===== config.mk =====
export PLATFORM = sky130hd
export DESIGN_NAME = memory_bist_sequencer
export DESIGN_NICKNAME = d
export VERILOG_FILES = /design/src/hw/rtl/mbs_pkg.sv /design/src/hw/rtl/memory_bist_sequencer.sv
export SDC_FILE = /design/constraint.sdc
export NUM_CORES = 2
export LEC_CHECK = 0
export BUFFER_PORTS_ARGS = -buffer_cell sky130_fd_sc_hd__buf_2
export CAP_MARGIN = 20
export CORE_UTILIZATION = 55
export DETAILED_ROUTE_END_ITERATION = 6
export PLACE_DENSITY = 0.83
export RECOVER_POWER = 25
export SLEW_MARGIN = 15
export SYNTH_ARGS = -nofsm -noshare
export SYNTH_HDL_FRONTEND = slang
export SYNTH_SLANG_ARGS = --single-unit

===== constraint.sdc =====
create_clock -name clk -period 23.6 [get_ports clk]
set_input_delay 2.36 -clock clk [delete_from_list [all_inputs] [get_ports clk]]
set_output_delay 2.36 -clock clk [all_outputs]
set_load 0.05 [all_outputs]

===== src/hw/rtl/mbs_pkg.sv =====
package mbs_pkg;

    localparam int WALK_WORDS_DEFAULT = 32;

    localparam int CFG_INDEX_W = 3;
    localparam int CFG_DATA_W  = 32;

    localparam logic [CFG_INDEX_W-1:0] CFG_BASE_ADDRESS  = 3'd0;
    localparam logic [CFG_INDEX_W-1:0] CFG_LENGTH_BYTES  = 3'd1;
    localparam logic [CFG_INDEX_W-1:0] CFG_TOGGLE_MODE   = 3'd2;
    localparam logic [CFG_INDEX_W-1:0] CFG_QUIT_ON_ERROR = 3'd3;
    localparam logic [CFG_INDEX_W-1:0] CFG_CONTINUOUS    = 3'd4;
    localparam logic [CFG_INDEX_W-1:0] CFG_HOLD_TICKS    = 3'd5;

    localparam logic [1:0] TOGGLE_BIT2 = 2'd1;
    localparam logic [1:0] TOGGLE_BIT3 = 2'd2;

    localparam logic [1:0] CMD_NONE  = 2'd0;
    localparam logic [1:0] CMD_WRITE = 2'd1;
    localparam logic [1:0] CMD_READ  = 2'd2;

    localparam int IN_TDATA_W  = 40;
    localparam int OUT_TDATA_W = 136;

    // output tdata bit positions
    localparam int TD_ADDR_LSB   = 0;
    localparam int TD_WDATA_LSB  = 32;
    localparam int TD_CERR       = 64;
    localparam int TD_ERRCNT_LSB = 65;
    localparam int TD_PASSCNT_LSB = 97;
    localparam int TD_BUSY       = 129;
    localparam int TD_DONE       = 130;
    localparam int TD_FAILED     = 131;
    localparam int TD_USED_W     = 132;

    localparam logic [17:0] BOUNDARY_ZERO = 18'd0;

    typedef struct packed {
        logic        failed;
        logic        done_res;
        logic        busy_res;
        logic [31:0] pass_count;
        logic [31:0] error_count;
        logic        compare_error;
        logic [31:0] write_data;
        logic [31:0] mem_address;
    } res_data_t;

    typedef struct packed {
        logic [1:0] mem_cmd;
        res_data_t  data;
    } res_t;

endpackage


===== src/hw/rtl/memory_bist_sequencer.sv =====
// channel   dir  tuser             tdata
// s_axis    in   op                abort, read_data
// m_axis    out  mem_cmd           mem_address, write_data, compare_error,
//                                  error_count, pass_count, busy_res, done_res, failed
// cfg       in   -                 cfg_index selects register, cfg_data value
//
// one beat per cycle while s_axis_tready is high: the whole tick is decoded between the state
// registers and the result register, and each s_axis beat's result is registered in the result buffer
// a two-entry result buffer keeps s_axis_tready high while one result waits
// rst_n clears configuration and sequencer state and empties both result entries at once
// a stall on m_axis holds the result; a second waiting result drops s_axis_tready
module memory_bist_sequencer #(
    parameter int WALK_WORDS = mbs_pkg::WALK_WORDS_DEFAULT
) (
    input  logic                            clk,
    input  logic                            rst_n,
    input  logic                            s_axis_tvalid,
    output logic                            s_axis_tready,
    input  logic                            s_axis_tuser,   // op
    input  logic [mbs_pkg::IN_TDATA_W-1:0]  s_axis_tdata,   // abort, read_data
    output logic                            m_axis_tvalid,
    input  logic                            m_axis_tready,
    output logic [1:0]                      m_axis_tuser,   // mem_cmd
    // mem_address, write_data, compare_error, error_count, pass_count,
    // busy_res, done_res, failed
    output logic [mbs_pkg::OUT_TDATA_W-1:0] m_axis_tdata,
    input  logic                            cfg_we,
    input  logic [mbs_pkg::CFG_INDEX_W-1:0] cfg_index,
    input  logic [mbs_pkg::CFG_DATA_W-1:0]  cfg_data
);
    import mbs_pkg::*;

    localparam int WALK_W = $clog2(WALK_WORDS + 1);
    localparam logic [WALK_W-1:0] WALK_LAST = WALK_W'(WALK_WORDS);

    localparam logic [2:0] PH_IDLE   = 3'd0;
    localparam logic [2:0] PH_WALK_W = 3'd1;
    localparam logic [2:0] PH_WALK_R = 3'd2;
    localparam logic [2:0] PH_AIA_W  = 3'd3;
    localparam logic [2:0] PH_HOLD   = 3'd4;
    localparam logic [2:0] PH_AIA_R  = 3'd5;

    localparam logic [31:0] ALIGN_MASK = 32'hffff_fffc;
    localparam logic [31:0] ALL_ONES   = 32'hffff_ffff;

    // configuration
    logic [31:0] base_address_reg;
    logic [31:0] length_bytes_reg;
    logic [1:0]  toggle_mode_reg;
    logic        quit_on_error_reg;
    logic        continuous_reg;
    logic [31:0] hold_ticks_reg;

    // sequencer state
    logic [2:0]        phase_reg, phase_next;
    logic [31:0]       cursor_reg, cursor_next;
    logic [WALK_W-1:0] walk_reg, walk_next;
    logic [31:0]       hold_reg, hold_next;
    logic              pend_reg, pend_next;
    logic [31:0]       expect_reg, expect_next;
    logic [31:0]       errors_reg, errors_next;
    logic [31:0]       passes_reg, passes_next;
    logic              aborted_reg, aborted_next;

    // result buffer
    res_t head_reg, skid_reg;
    logic head_valid_reg, skid_valid_reg;
    res_t res;

    logic        in_fire, out_take;
    logic        op, ab;
    logic [31:0] rd;
    logic [31:0] base_al, len_al;

    logic [2:0]        p0;
    logic [WALK_W-1:0] wk0;
    logic              walk_end;
    logic [31:0]       cw, cr, hv;
    logic              inr_w, inr_r, chk_w, chk_r;
    logic              go_w, go_h, go_r;
    logic [31:0]       walk_addr, walk_bit;
    logic [31:0]       pat_w, pat_r;

    function automatic logic [31:0] pattern_for(input logic [31:0] a, input logic [1:0] mode);
        logic flip;
        flip = ((mode == TOGGLE_BIT2) && a[2]) || ((mode == TOGGLE_BIT3) && a[3]);
        return flip ? ~a : a;
    endfunction

    assign in_fire  = s_axis_tvalid & s_axis_tready;
    assign out_take = head_valid_reg & m_axis_tready;

    assign op = s_axis_tuser;
    assign ab = s_axis_tdata[0];
    assign rd = s_axis_tdata[32:1];

    assign base_al = base_address_reg & ALIGN_MASK;
    assign len_al  = length_bytes_reg & ALIGN_MASK;

    // phase and walk position after the start or read check
    assign p0  = op ? PH_WALK_W : ((pend_reg && rd != expect_reg && phase_reg != PH_IDLE
                                    && quit_on_error_reg) ? PH_IDLE : phase_reg);
    assign wk0 = op ? '0 : walk_reg;

    assign walk_end  = (wk0 >= WALK_LAST);
    assign walk_addr = base_al + (32'(wk0) << 2);
    assign walk_bit  = 32'd1 << wk0[$clog2(WALK_WORDS+1)-1:0];

    assign cw    = (p0 == PH_AIA_W) ? cursor_reg : base_al;
    assign cr    = (p0 == PH_AIA_R) ? cursor_reg : base_al;
    assign hv    = (p0 == PH_HOLD) ? hold_reg : hold_ticks_reg;
    assign inr_w = (cw - base_al) < len_al;
    assign inr_r = (cr - base_al) < len_al;
    assign chk_w = (cw[17:0] == BOUNDARY_ZERO);
    assign chk_r = (cr[17:0] == BOUNDARY_ZERO);
    assign pat_w = pattern_for(cw, toggle_mode_reg);
    assign pat_r = pattern_for(cr, toggle_mode_reg);

    // chain of phases that can be passed through without a command
    assign go_w = (p0 == PH_AIA_W) || (p0 == PH_WALK_R && walk_end);
    assign go_h = (p0 == PH_HOLD) || (go_w && !inr_w);
    assign go_r = (p0 == PH_AIA_R) || (go_h && hv == '0);

    always_comb
    begin
        phase_next   = p0;
        cursor_next  = cursor_reg;
        walk_next    = wk0;
        hold_next    = hold_reg;
        pend_next    = pend_reg;
        expect_next  = expect_reg;
        errors_next  = errors_reg;
        passes_next  = passes_reg;
        aborted_next = aborted_reg;
        res          = '0;
        res.mem_cmd  = CMD_NONE;

        // start or check of the previous read
        if (op)
        begin
            errors_next  = '0;
            passes_next  = '0;
            aborted_next = 1'b0;
            pend_next    = 1'b0;
            expect_next  = '0;
            cursor_next  = base_al;
        end
        else if (pend_reg)
        begin
            pend_next = 1'b0;
            if (rd != expect_reg)
            begin
                res.data.compare_error = 1'b1;
                if (errors_reg != ALL_ONES)
                    errors_next = errors_reg + 32'd1;
                if (phase_reg != PH_IDLE && quit_on_error_reg)
                begin
                    if (passes_reg != ALL_ONES)
                        passes_next = passes_reg + 32'd1;
                    res.data.done_res = 1'b1;
                end
            end
        end

        // command of this tick
        priority if (p0 == PH_WALK_W && !walk_end)
        begin
            res.mem_cmd          = CMD_WRITE;
            res.data.mem_address = walk_addr;
            res.data.write_data  = walk_bit;
            walk_next            = wk0 + WALK_W'(1);
        end
        else if (p0 == PH_WALK_W)
        begin
            // walking writes done, first read back of the base word
            phase_next           = PH_WALK_R;
            res.mem_cmd          = CMD_READ;
            res.data.mem_address = base_al;
            expect_next          = 32'd1;
            pend_next            = 1'b1;
            walk_next            = WALK_W'(1);
        end
        else if (p0 == PH_WALK_R && !walk_end)
        begin
            res.mem_cmd          = CMD_READ;
            res.data.mem_address = walk_addr;
            expect_next          = walk_bit;
            pend_next            = 1'b1;
            walk_next            = wk0 + WALK_W'(1);
        end
        else if (go_w && inr_w)
        begin
            phase_next  = PH_AIA_W;
            cursor_next = cw;
            if (chk_w && ab)
            begin
                aborted_next      = 1'b1;
                phase_next        = PH_IDLE;
                res.data.done_res = 1'b1;
            end
            else
            begin
                res.mem_cmd          = CMD_WRITE;
                res.data.mem_address = cw;
                res.data.write_data  = pat_w;
                cursor_next          = cw + 32'd4;
            end
        end
        else if (go_h && hv != '0)
        begin
            phase_next = PH_HOLD;
            hold_next  = hv - 32'd1;
            if (ab)
            begin
                aborted_next      = 1'b1;
                phase_next        = PH_IDLE;
                res.data.done_res = 1'b1;
            end
        end
        else if (go_r && inr_r)
        begin
            phase_next  = PH_AIA_R;
            cursor_next = cr;
            if (chk_r && ab)
            begin
                aborted_next = 1'b1;
                if (passes_reg != ALL_ONES)
                    passes_next = passes_reg + 32'd1;
                phase_next        = PH_IDLE;
                res.data.done_res = 1'b1;
            end
            else
            begin
                res.mem_cmd          = CMD_READ;
                res.data.mem_address = cr;
                expect_next          = pat_r;
                pend_next            = 1'b1;
                cursor_next          = cr + 32'd4;
            end
        end
        else if (go_r)
        begin
            if (passes_reg != ALL_ONES)
                passes_next = passes_reg + 32'd1;
            if (continuous_reg)
            begin
                // next pass, first walking-one write
                phase_next           = PH_WALK_W;
                cursor_next          = base_al;
                res.mem_cmd          = CMD_WRITE;
                res.data.mem_address = base_al;
                res.data.write_data  = 32'd1;
                walk_next            = WALK_W'(1);
            end
            else
            begin
                phase_next        = PH_IDLE;
                res.data.done_res = 1'b1;
            end
        end
        else if (p0 != PH_IDLE)
        begin
            phase_next        = PH_IDLE;
            res.data.done_res = 1'b1;
        end

        res.data.error_count = errors_next;
        res.data.pass_count  = passes_next;
        res.data.busy_res    = (phase_next != PH_IDLE);
        res.data.failed      = res.data.done_res && (errors_next != '0);
    end

    always_ff @(posedge clk or negedge rst_n)
    begin
        if (!rst_n)
        begin
            base_address_reg  <= '0;
            length_bytes_reg  <= '0;
            toggle_mode_reg   <= '0;
            quit_on_error_reg <= 1'b0;
            continuous_reg    <= 1'b0;
            hold_ticks_reg    <= '0;
        end
        else if (cfg_we)
        begin
            unique case (cfg_index)
                CFG_BASE_ADDRESS:  base_address_reg  <= cfg_data;
                CFG_LENGTH_BYTES:  length_bytes_reg  <= cfg_data;
                CFG_TOGGLE_MODE:   toggle_mode_reg   <= cfg_data[1:0];
                CFG_QUIT_ON_ERROR: quit_on_error_reg <= cfg_data[0];
                CFG_CONTINUOUS:    continuous_reg    <= cfg_data[0];
                CFG_HOLD_TICKS:    hold_ticks_reg    <= cfg_data;
                default:           ;
            endcase
        end
    end

    always_ff @(posedge clk or negedge rst_n)
    begin
        if (!rst_n)
        begin
            phase_reg   <= PH_IDLE;
            cursor_reg  <= '0;
            walk_reg    <= '0;
            hold_reg    <= '0;
            pend_reg    <= 1'b0;
            expect_reg  <= '0;
            errors_reg  <= '0;
            passes_reg  <= '0;
            aborted_reg <= 1'b0;
        end
        else if (in_fire)
        begin
            phase_reg   <= phase_next;
            cursor_reg  <= cursor_next;
            walk_reg    <= walk_next;
            hold_reg    <= hold_next;
            pend_reg    <= pend_next;
            expect_reg  <= expect_next;
            errors_reg  <= errors_next;
            passes_reg  <= passes_next;
            aborted_reg <= aborted_next;
        end
    end

    // result buffer control
    always_ff @(posedge clk or negedge rst_n)
    begin
        if (!rst_n)
        begin
            head_valid_reg <= 1'b0;
            skid_valid_reg <= 1'b0;
        end
        else if (in_fire)
        begin
            if (head_valid_reg && !out_take)
                skid_valid_reg <= 1'b1;
            else
                head_valid_reg <= 1'b1;
        end
        else if (out_take)
        begin
            if (skid_valid_reg)
                skid_valid_reg <= 1'b0;
            else
                head_valid_reg <= 1'b0;
        end
    end

    // result buffer payload
    always_ff @(posedge clk)
    begin
        if (in_fire)
        begin
            if (head_valid_reg && !out_take)
                skid_reg <= res;
            else
                head_reg <= res;
        end
        else if (out_take && skid_valid_reg)
        begin
            head_reg <= skid_reg;
        end
    end

    assign s_axis_tready = !skid_valid_reg;
    assign m_axis_tvalid = head_valid_reg;
    assign m_axis_tuser  = head_reg.mem_cmd;
    assign m_axis_tdata  = {(OUT_TDATA_W - TD_USED_W)'(0), head_reg.data};

endmodule


==> impl_metrics.tcl <==
set metrics [dict create \
    cell_taking_the_most_area_after_synthesis "sky130_fd_sc_hd__edfxtp_1" \
    worst_setup_hold_path_clk_slew_ns 0.06 \
    dr.first_iter.drc_count 4646 \
    period_minus_slack_ns 12.66 \
    final_antenna_net_count 0 \
    num-nets-final 4152 \
    grt_overflow 0 \
    tightest_slew_ns 6.864 \
    drv.max_cap_violation_count 8 \
    cts-resized-gates 0 \
    grt_max_degree 163 \
    detailedRoute.firstPassIterationCount 7 \
    power.density_nw_per_um2 119.1 \
    final_tns_setup_ns 0 \
    post_route_worst_hold_slack_ns 0.4821 \
    synth_area_um2 34770 \
    num_io_pins 221 \
    flip_flop_count_of_the_largest_register_after_layout 134 \
    vias_per_cell 6.616 \
    dp_hpwl_mm 86.14 \
    arrival_ns 13.03 \
    final-hold-violation-count 0 \
    num_rows 91 \
    unrepaired_setup_endpoints_after_global_routing "false" \
    fin_ws_ns 10.94 \
    run_status "finished with violations" \
    min_path_type "flip-flop to flip-flop" \
    via_count 31860 \
    clock-sinks 536 \
    post_synth_main_area_contributors "sky130_fd_sc_hd__edfxtp_1 (23%), sky130_fd_sc_hd__dfrtp_1 (19%), sky130_fd_sc_hd__ha_1 (4.9%)" \
    p_leak_nw 15.72 \
    synth_sequential_area_ratio_pct 42.44 \
    tritoncts_clock_tree "yes" \
    design_power_total_mw 4.557 \
    drc_errors 0 \
    final_core_util_pct 61.66 \
    route.detailed.wl_per_inst_um 25.19 \
    cp-start-kind "primary input" \
    die_width_um 253.4 \
    total_of_endpoints_with_negative_setup_slack_in_the_final_report 0 \
    globalplace.congestion 1.050 \
    initial_core_util_pct 56.03 \
    post-route-period-util_pct 53.65 \
    cts-buffers-inserted 57 \
    synthesis.yosys.warnings 0 \
    clk_path_buf_depth 3 \
    timing.critical_path.fanout_max 72 \
    filler_cell_count 5171 \
    vias_in_the_first_global_route 29170 \
    synth.ff_latch_count 536 \
    critPathCaptureType "flip-flop" \
    highest_clock_rate_mhz 78.98 \
    avgSynthCellArea_um2 9.059 \
    grt_antenna_before_repair 0 \
    antenna-diode-count 0 \
    timing.critical_path.slowest_stage_cell "sky130_fd_sc_hd__o221a_2" \
    postCtsSetupRepairBufs 0 \
    cts.root.buffer_cell "sky130_fd_sc_hd__clkbuf_16" \
    timing.clock.skew_ns 0.05802 \
    post_synth_num_cell_types 92 \
    syn_inst 3838 \
    synth-edff-count 268 \
    grt_first_pass_wirelength_mm 180.8 \
    core_ar_um2 62050 \
    area_growth_pct 10.05 \
    htree_num_levels 2 \
    chipHeight_um 253.4 \
    clk_latency_ns 0.69 \
    required_ns 23.97 \
    vdd.ir_drop.worst_mv 0.06631 \
    cpPeakStageDelay_ns 0.90 \
    totalWireLength_mm 121.3 \
    dp_slack_ns 10.71 \
    die_area_um2 64220 \
    final_max_slew_viol_count 551 \
    primary_ff_master_synth "sky130_fd_sc_hd__edfxtp_1" \
    synth_largest_type_area_fraction_pct 23.15 \
    violations "capacitance limit, slew limit" \
    port-buffer-count 209 \
    slew_headroom_pct -357.6 \
    gr-usage-all-layers_pct 37.33 \
    cts_hold_buf 0 \
    share_of_post_route_cells_with_drive_strength_above_1_pct 12.04 \
    worstSetupPathType "primary input to flip-flop" \
    synth_async_sr_flop_share_pct 50.00 \
]
cell usage after synthesis, types with 84 or more instances:
master and instances:
sky130_fd_sc_hd__o21ai_0 222, sky130_fd_sc_hd__nand3_1 106, sky130_fd_sc_hd__ha_1 137, sky130_fd_sc_hd__nor2_1 348
sky130_fd_sc_hd__inv_1 172, sky130_fd_sc_hd__edfxtp_1 268, sky130_fd_sc_hd__xor2_1 84, sky130_fd_sc_hd__dfrtp_1 268
sky130_fd_sc_hd__xnor2_1 161, sky130_fd_sc_hd__mux2_2 110, sky130_fd_sc_hd__clkbuf_1 179, sky130_fd_sc_hd__nor3_1 102
sky130_fd_sc_hd__nand2_1 443, sky130_fd_sc_hd__a31oi_1 84, sky130_fd_sc_hd__a21oi_1 275
cell type report:
type	count	area, µm²	share of cell area, %
multi-input combinational	2893	18460	48.26
sequential	536	14750	38.56
clock buffer	76	1559	4.074
timing repair buffer	264	1400	3.659
tap	837	1047	2.737
inverter	179	671.9	1.756
clock inverter	31	366.6	0.9581
kinds of logic (layout without fill, tap and decap cells):
logic type	count (synthesis)	count (layout)	share of synthesized area [%]
other cells	1	4	0.01079
fa+ha+maj	140	140	5.103
mux	152	152	4.772
compound gates	1062	1062	19.71
xor+xnor	245	245	6.172
simple gates	1290	1290	17.10
flops	536	536	42.44
buf+inv	412	550	4.696
routing by layer:
| layer | up-vias | wire (µm) | global-route usage, % |
|---|---|---|---|
| met5 | - | 0 | 0 |
| met4 | 0 | 6179 | 16.36 |
| met3 | 371 | 14510 | 9.313 |
| met2 | 1982 | 51460 | 54.34 |
| met1 | 15260 | 49170 | 52.42 |
| li1 | 14250 | - | - |
per-stage QoR:
| step | instance area [µm²] | std cells |
|---|---|---|
| after global routing | 38260 | 4816 |
| final | 38260 | 4816 |
| after detailed placement | 36440 | 4708 |
| after global placement | 36440 | 4708 |
| after CTS | 38370 | 4815 |
| after floorplan | 34780 | 3841 |
path summary, 6_finish.rpt:
kind	depth (start not counted)	slack [ns]	to	from
setup / recovery	31	10.94	m_axis_tdata[13]$_DFFE_PP_	s_axis_tuser
min in group asynchronous	1	3.02	hold_reg[9]$_DFFE_PN0P_	rst_n
setup reg to reg	33	12.31	m_axis_tdata[13]$_DFFE_PP_	expect_reg[24]$_DFFE_PN0P_
hold reg to reg	2	0.48	m_axis_tdata[99]$_DFFE_PP_	skid_reg[99]$_DFFE_PP_
max in group asynchronous	3	14.74	walk_reg[2]$_DFFE_PN0P_	rst_n
hold / removal	2	0.48	m_axis_tdata[99]$_DFFE_PP_	skid_reg[99]$_DFFE_PP_
worst max-delay path, delay by kind of cell:
kind | cells | cell delay (ns)
xor gates and xnor gates | 1 | 0.16
adders and majority gates | 2 | 0.64
and+or+nand+nor | 10 | 3.29
AOI/OAI and AO/OA | 13 | 4.49
buffers and inverters | 5 | 1.97
report_power, final:
group / leakage (nW) / switching, mW / internal [mW] / total, mW
combinational: 8.75 / 1.51 / 0.684 / 2.19
clock: 0.922 / 0.412 / 0.515 / 0.928
sequential: 6.06 / 0.182 / 1.26 / 1.44
total: 15.7 / 2.10 / 2.45 / 4.56
cells in the final DEF, fill, tap and decap left out, drive strengths merged, types with 17 or more instances in the layout:
| cell | n |
|---|---|
| o31ai | 37 |
| o21a | 33 |
| mux2 | 110 |
| inv | 177 |
| buf | 230 |
| and2 | 19 |
| nand3 | 107 |
| nand2 | 444 |
| o221ai | 41 |
| o22ai | 63 |
| o211ai | 22 |
| a211oi | 24 |
| a31oi | 84 |
| nand4 | 33 |
| dfrtp | 268 |
| xor2 | 84 |
| and3 | 47 |
| o2bb2ai | 17 |
| clkinv | 23 |
| a21oi | 276 |
| nor2b | 25 |
| nor3 | 104 |
| ha | 137 |
| or3 | 36 |
| edfxtp | 268 |
| o21ai | 235 |
| xnor2 | 161 |
| nor4 | 47 |
| nor2 | 349 |
| clkbuf | 110 |
| mux2i | 42 |
| a21o | 60 |
No activity file was read; power rests on OpenSTA's default activity.
